<file path="src/design/dtf_pkg.sv">
// Shared types and constants for the decimal text formatter.
`timescale 1ns / 1ps
package dtf_pkg;

	localparam int NUM_DIGITS = 10;
	localparam int DIG_W      = 4;
	localparam int VAL_W      = 32;
	localparam int CHAR_W     = 7;

	// floor(x / 10) == (x * RECIP_10) >> RECIP_SHIFT for every 32-bit x
	localparam logic [VAL_W-1:0] RECIP_10    = 32'hCCCC_CCCD;
	localparam int               RECIP_SHIFT = 35;

	localparam logic [CHAR_W-1:0] CH_ZERO  = 7'h30;
	localparam logic [CHAR_W-1:0] CH_MINUS = 7'h2D;
	localparam logic [CHAR_W-1:0] CH_SPACE = 7'h20;

	typedef enum logic [1:0] {
		ST_IDLE,
		ST_CONV,
		ST_EMIT
	} state_t;

	typedef struct packed {
		logic load;
		logic conv;
		logic emit;
	} cmd_t;

	typedef struct packed {
		logic conv_done;
		logic emit_last;
	} stat_t;

endpackage

</file>
<file path="src/design/dtf_ctrl.sv">
// Controller state machine: load, digit conversion, character emission.
`timescale 1ns / 1ps
module dtf_ctrl
	import dtf_pkg::*;
(
	input  logic  clk,
	input  logic  arst_n,
	input  logic  start,
	input  stat_t stat,
	output cmd_t  cmd,
	output logic  busy
);

	state_t state_q;
	state_t state_d;

	always_ff @(posedge clk or negedge arst_n) begin
		if (!arst_n) begin
			state_q <= ST_IDLE;
		end else begin
			state_q <= state_d;
		end
	end

	always_comb begin
		state_d = state_q;
		unique case (state_q)
			ST_IDLE: begin
				if (start) state_d = ST_CONV;
			end
			ST_CONV: begin
				if (stat.conv_done) state_d = ST_EMIT;
			end
			ST_EMIT: begin
				if (stat.emit_last) state_d = ST_IDLE;
			end
			default: state_d = ST_IDLE;
		endcase
	end

	always_comb begin
		cmd  = '0;
		busy = 1'b1;
		unique case (state_q)
			ST_IDLE: begin
				busy     = 1'b0;
				cmd.load = start;
			end
			ST_CONV: cmd.conv = 1'b1;
			ST_EMIT: cmd.emit = 1'b1;
			default: busy = 1'b0;
		endcase
	end

endmodule

</file>
<file path="config.mk">
export PLATFORM = sky130hd
export DESIGN_NAME = dtf_ctrl
export DESIGN_NICKNAME = d
export VERILOG_FILES = /design/src/design/dtf_pkg.sv /design/src/design/dtf_ctrl.sv
export SDC_FILE = /design/constraint.sdc
export NUM_CORES = 1
export LEC_CHECK = 0
export ABC_AREA = 1
export BUFFER_PORTS_ARGS = -buffer_cell sky130_fd_sc_hd__buf_2
export CORE_AREA = 10 10 47 49
export DETAILED_ROUTE_END_ITERATION = 10
export DIE_AREA = 0 0 57 59
export HOLD_SLACK_MARGIN = 0.12
export PLACE_DENSITY = 0.42
export SKIP_CTS_REPAIR_TIMING = 1
export SLEW_MARGIN = 25
export SYNTH_ARGS = -nofsm -noshare
export SYNTH_HDL_FRONTEND = slang
export SYNTH_SLANG_ARGS = --single-unit
</file>
<file path="constraint.sdc">
create_clock -name clk -period 1 [get_ports clk]
set_input_delay 0.15 -clock clk [delete_from_list [all_inputs] [get_ports clk]]
set_output_delay 0.15 -clock clk [all_outputs]
set_load 0.03 [all_outputs]
</file>
Word level (Yosys, flattened, before mapping)
Index checks and enable logic that the tools add are counted.
{"block": "word_totals", "ff_bits": 2, "output_inout_bits": 4}
{"block": "op_classes", "eq_ne": 5, "muxes": 8, "n_reduce_logical": 3}
{"cell": "two-way mux 2 bit", "n": 3}
{"cell": "inequality test 2 bit (second input constant)", "n": 3}
{"cell": "one-hot mux 2 bit (3 select lines)", "n": 1}
{"cell": "two-way mux 1 bit", "n": 4}
{"cell": "AND reduction 3 bit", "n": 1}
{"cell": "equality test 2 x 1 -> 1 bit (second input constant)", "n": 1}
{"cell": "equality test 2 bit (second input constant)", "n": 1}
{"cell": "zero test 2 bit", "n": 1}
{"cell": "OR reduction 2 bit", "n": 1}

Logic depth before layout (Yosys ltp)
Gate-level depths: netlist of the first run.
{"block": "logic_depth", "ltp_word": 3, "ltp_mapped": 6, "mapped_depth_nobuf": 6}

Worst setup path before layout of the first run
OpenSTA, ideal clock, no wires.
{"block": "synth_timing", "kind": "flip-flop to flip-flop", "from": "register state_q[0]", "to": "register state_q[0]", "setup_time_ps": 118, "arrival_ps": 1075, "required_time_ps": 882, "setup_slack_ps": -193, "stages_incl_launch_ff": 6, "path_buffers": 0, "period_less_slack_ps": 1193, "cell_sequence": "dfrtp_1 > inv_1 > ha_1 > nand2_2 > nand4_1 > nand2_1"}
{"block": "synth_between", "elab_chain_len": 3}
{"item": "start: declaration", "line_no": "dtf_ctrl.sv:14", "text": "state_t state_q;"}
{"item": "start signal: assignment", "line_no": "dtf_ctrl.sv:21", "text": "state_q <= state_d;"}
{"item": "equality test 2 x 1 -> 1 bit, or another cell as far along", "line_no": "dtf_ctrl.sv:27", "text": "unique case (state_q)"}
{"item": "inequality test 2 bit (no line)"}
{"item": "AND reduction 3 bit (no line)"}
Several ways; a longest one is shown, not always the timed one.
A chain may end at the register's enable or synchronous reset.

==> flow_metrics.tcl, run 1 <==
set metrics [dict create \
    status "finished with violations" \
    violations "negative setup slack" \
    crit_type "reg -> out" \
    min_period_ns 1.22 \
    clock_skew_ns 0.000155 \
    yosysWarnings 0 \
    syn_nets 33 \
    finalCritPeriodShare_pct 122 \
    dr.pass1.iters 2 \
    grt_pass1_vias 189 \
    drv_cap 0 \
    setup_viol 6 \
    postLayoutCellArea_um2 382 \
    synth_area_um2 190 \
    antenna_found_initial 0 \
    dpl_cell_area_um2 275 \
    final_nets 51 \
    postSynthCellCount 24 \
    ys_ff_latch 2 \
    grt.overflow.total 0 \
    final_common_cell "buf_6" \
    htree_levels 1 \
    via_per_inst 3.48 \
    p_per_area_mw_per_mm2 3560 \
    layout-drive-gt1-share_pct 67.5 \
    port_buffers 8 \
    cts_sinks 2 \
    grt_max_degree 4 \
    drcViolationCount 0 \
    drv_slew 0 \
    crit_path_start "state_q[0]" \
    initial_core_util_pct 13.6 \
    final_cell_mix "buf_6 (5), nand2_1 (4), buf_2 (4), buf_4 (4)" \
    cts_buffers 3 \
    synth_cell_types 8 \
    synth.avg_cell_area_um2 7.92 \
    top_register "state_q" \
    via_count 195 \
    worstPathRequired_ns 0.85 \
    start_kind "register" \
    dp_cells 49 \
    layout_setup_ws_ns -0.225 \
    ir_drop_v 0.00103 \
    grt_setup_unrepaired "true" \
    die_w_um 57 \
    clock_latency_ns 0.22 \
    finalHoldViolCount 0 \
    grt_pass1_wl_um 690 \
    post-dp-hpwl_um 374 \
    slew_headroom_pct 93.8 \
    hold_start "stat[1]" \
    die_h_um 59 \
    reg.largest.list "state_q: 2 flops" \
    die_area_mm2 0.00336 \
    largest_reg_flops 2 \
    crit_fanout 3 \
    cts_tree "yes" \
    tightest_slew_ns 0.0924 \
    antenna_cells 0 \
    design.core.area_mm2 0.00140 \
    cp_data_arrival_time_ns 1.07 \
    drtAntennaViolNets 0 \
    rr_startpoint "state_q[0]" \
    clock_path_buffers 2 \
    stdcell_count 56 \
    syn2layout_area_growth_pct 101 \
    track_usage_pct 2.81 \
    hp-class "in -> reg" \
    max_freq_mhz 816 \
    p_leak_nw 0.211 \
    num_rows 14 \
    drt-total-wl_um 467 \
    gp_congestion 0.764 \
    clockRootBuffer "clkbuf_4" \
    path_clk_slew_ns 0.03 \
    wl_per_cell_um 8.34 \
    ios 9 \
    drtIter0Drc 1 \
    ys_seq_area_share_pct 26.3 \
    critPathCaptureType "primary output" \
]
[final cells by class]
type | instances | area, um^2
clock buffers | 3 | 22.5
fillers | 168 | 1020
inverters | 6 | 22.5
multi-input cells | 15 | 150
flip-flops and latches | 2 | 50.0
well taps | 16 | 20.0
repair buffers | 14 | 116
[metrics by stage]
| step | TNS, ns | power [W] | hold slack (ns) | worst slack (ns) | utilization [%] |
|---|---|---|---|---|---|
| after floorplan | -0.0141 | 0.000730 | -0.146 | -0.0141 | - |
| after global placement | -0.335 | 0.000871 | -0.0643 | -0.0878 | 19.6 |
| after detailed placement | -0.337 | 0.000867 | -0.0637 | -0.0871 | 19.6 |
| after CTS | -1.31 | 0.00106 | -0.305 | -0.331 | 21.3 |
| after global routing | -1.36 | 0.00149 | 0.216 | -0.275 | 27.2 |
| final | -0.971 | 0.00136 | 0.217 | -0.225 | 27.2 |
[worst paths after layout]
path	to	cells after the start	slack, ns
min	state_q[1]	3	0.22
max in group asynchronous	state_q[0]	2	0.67
max reg2reg	state_q[0]	6	-0.09
min reg2reg	state_q[1]	3	0.61
min in group asynchronous	state_q[1]	2	0.24
max	cmd[1]	3	-0.22
[logic make-up (layout without fill, tap and decap cells)]
family                     after synthesis  in the layout  synth area share [%]
and+or+nand+nor                         11             11                  31.6
adders and majority gates                4              4                  26.3
buffers and inverters                    7             23                  15.8
DFF                                      2              2                  26.3
[Yosys cell counts]
cell	instances	area share, %
inv_1	6	12
ha_1	4	26
nand3_2	1	5.3
buf_4	1	3.9
nand2_2	3	9.9
nand2_1	5	9.9
dfrtp_1	2	26
nand4_1	2	6.6
[where the power goes]
part	internal, W	switching (W)	leakage [nW]
registers	0.000122	0.0000253	0.0253
logic	0.000510	0.000527	0.171
clock network	0.000132	0.0000433	0.0138
total	0.000764	0.000596	0.211
[metal layers]
| metal | GRT usage, % | part of all wire [%] | vias to the layer above | wire, um |
|---|---|---|---|---|
| met3 | 1.50 | 7.9 | 0 | 37 |
| met4 | 4.03 | 0 | 0 | 0 |
| li1 | - | - | 104 | - |
| met5 | 0 | 0 | - | 0 |
| met2 | 4.50 | 59 | 4 | 275 |
| met1 | 2.01 | 33 | 87 | 154 |
[worst max-delay path, cell delays in order (launching register included)]
cell	delay, ns
dfrtp_1	0.38
buf_4	0.14
ha_2	0.20
buf_6	0.14
Note: power is estimated with default switching activity, not from simulation.
==> inputs of run 2 (changes only) <==
--- a/config.mk
+++ b/config.mk
@@ -12,2 +12,3 @@
 export DIE_AREA = 0 0 57 59
+export GPL_TIMING_DRIVEN = 0
 export HOLD_SLACK_MARGIN = 0.12
--- a/constraint.sdc
+++ b/constraint.sdc
@@ -3,2 +3,2 @@
 set_output_delay 0.15 -clock clk [all_outputs]
-set_load 0.03 [all_outputs]
+set_load 0.05 [all_outputs]
==> run 2 against run 1 <==
The flow still finishes with violations (negative setup slack). Register-to-register slack is essentially flat. Setup slack lost 0.12 ns. Cell count decreased by 7.1%. Maximum frequency shrank 8.7%. Count of clock-buffer cells in the layout unchanged. Sequential share of layout area grew 0.24 points. Wire length rose by 0.86%. Critical endpoint is now cmd[2]. Utilization up 0.18 points. Via count is 5.6% lower. Non-clock buffer count down 4. Global-route usage grew 0.21 points. Critical path depth grew 2. Largest cell class unchanged.
==> flow_metrics.tcl, run 2 (synthesis gave the netlist of run 1 again) <==
set metrics [dict create \
    status "finished with violations" \
    violations "negative setup slack" \
    clock_latency_ns 0.22 \
    critPathTopFamily "flip-flops" \
    drt-total-wl_um 471 \
    reg2reg_setup_slack_ns -0.09 \
    crit_end "cmd[2]" \
    finalHoldViolCount 0 \
    grt.overflow.total 0 \
    die_h_um 59 \
    cts_sinks 2 \
    drtIter0Drc 0 \
    critPathCaptureType "primary output" \
    setup_viol 6 \
    grt_pass1_wl_um 765 \
    die_area_mm2 0.00336 \
    layout-drive-gt1-share_pct 66.7 \
    rr_startpoint "state_q[0]" \
    via_per_inst 3.54 \
    drcViolationCount 0 \
    clock_path_buffers 2 \
    hold_start "stat[1]" \
    tightest_slew_ns 0.176 \
    clock_skew_ns 0.00129 \
    cts_buffers 3 \
    slowest_delay_ns 0.41 \
    antenna_cells 0 \
    layout_setup_ws_ns -0.341 \
    met1_usage_pct 3.31 \
    max_freq_mhz 746 \
    post-place-ws_ns -0.253 \
    busiest_layer "met2" \
    slew_headroom_pct 88.2 \
    cp.buffers_inverters 3 \
    r2r_cells 6 \
    grt_pass1_vias 190 \
    start_kind "register" \
    wl_per_cell_um 9.06 \
    met3_usage_pct 0.858 \
    syn2layout_area_growth_pct 102 \
    grt_setup_unrepaired "true" \
    dr.pass1.iters 1 \
    cp_cell_sequence "inv_2, ha_4, nand2_4, clkinvlp_4, buf_8" \
    post-dp-hpwl_um 374 \
    port_buffers 8 \
    path_clk_slew_ns 0.03 \
    grt_use_met2_pct 4.03 \
    final_cell_mix "nand2_1 (4), buf_2 (4), buf_8 (4)" \
    worstPathRequired_ns 0.85 \
    design.core.area_mm2 0.00140 \
    grt_max_degree 4 \
    reg.largest.list "state_q: 2 flops" \
    final_nets 47 \
    drtAntennaViolNets 0 \
    via_count 184 \
    crit_type "reg -> out" \
    crit_path_start "state_q[0]" \
    crit_fanout 3 \
    clockRootBuffer "clkbuf_4" \
    cp_data_arrival_time_ns 1.19 \
    largest_reg_flops 2 \
    antenna_found_initial 0 \
    die_w_um 57 \
    min_period_ns 1.34 \
    cp.depth 5 \
    dp_cells 48 \
    top_register "state_q" \
    hp-class "in -> reg" \
    drv_cap 0 \
    finalCritPeriodShare_pct 134 \
    num_rows 14 \
    slowest_stage "dfrtp_1" \
    ios 9 \
    cts_tree "yes" \
    tns_ns -1.32 \
    initial_core_util_pct 13.6 \
    htree_levels 1 \
    fin_hold_ws_ns 0.220 \
    gp_congestion 0.671 \
    track_usage_pct 3.02 \
    stdcell_count 52 \
    drv_slew 0 \
    r2r_end "state_q[0]" \
]
-- run 2: worst min-delay path by stage --
stage / slack (ns) / to / cells past startpoint
after CTS: -0.30 / state_q[1] / 1
after global routing: 0.24 / state_q[1] / 2
after floorplan: -0.15 / state_q[0] / 0
after detailed placement: -0.06 / state_q[0] / 1
final: 0.22 / state_q[1] / 3
after global placement: -0.06 / state_q[0] / 1
-- run 2: worst register-to-register path, cell delays in order (launching register included) --
cell and delay, ns:
dfrtp_1 0.41, inv_2 0.10, ha_4 0.18, nand2_2 0.09, nand3_2 0.09, nand2_1 0.06
nand2_1 0.05
-- run 2: routing by layer --
metal / vias up / wire length (um)
met3: 0 / 26
met2: 4 / 277
met4: 0 / 0
li1: 97 / -
met5: - / 0
met1: 83 / 166
-- run 2: through the flow --
step | utilization [%] | instance area [um^2]
after floorplan | - | 226
after global placement | 20.4 | 287
after detailed placement | 20.4 | 287
after CTS | 22.1 | 309
after global routing | 27.4 | 384
final | 27.4 | 384
-- run 2: layout make-up --
| class | instances | area, um^2 |
|---|---|---|
| multi-input combinational | 15 | 160 |
| inverter | 6 | 28.8 |
| timing repair buffer | 9 | 90.1 |
| fill | 162 | 1020 |
| tap | 16 | 20.0 |
| buffer | 1 | 11.3 |
| sequential | 2 | 51.3 |
| clock buffer | 3 | 22.5 |
Power of run 2 is not shown: default switching activity piles up to over one toggle a cycle in this logic, so the estimate is an artifact.
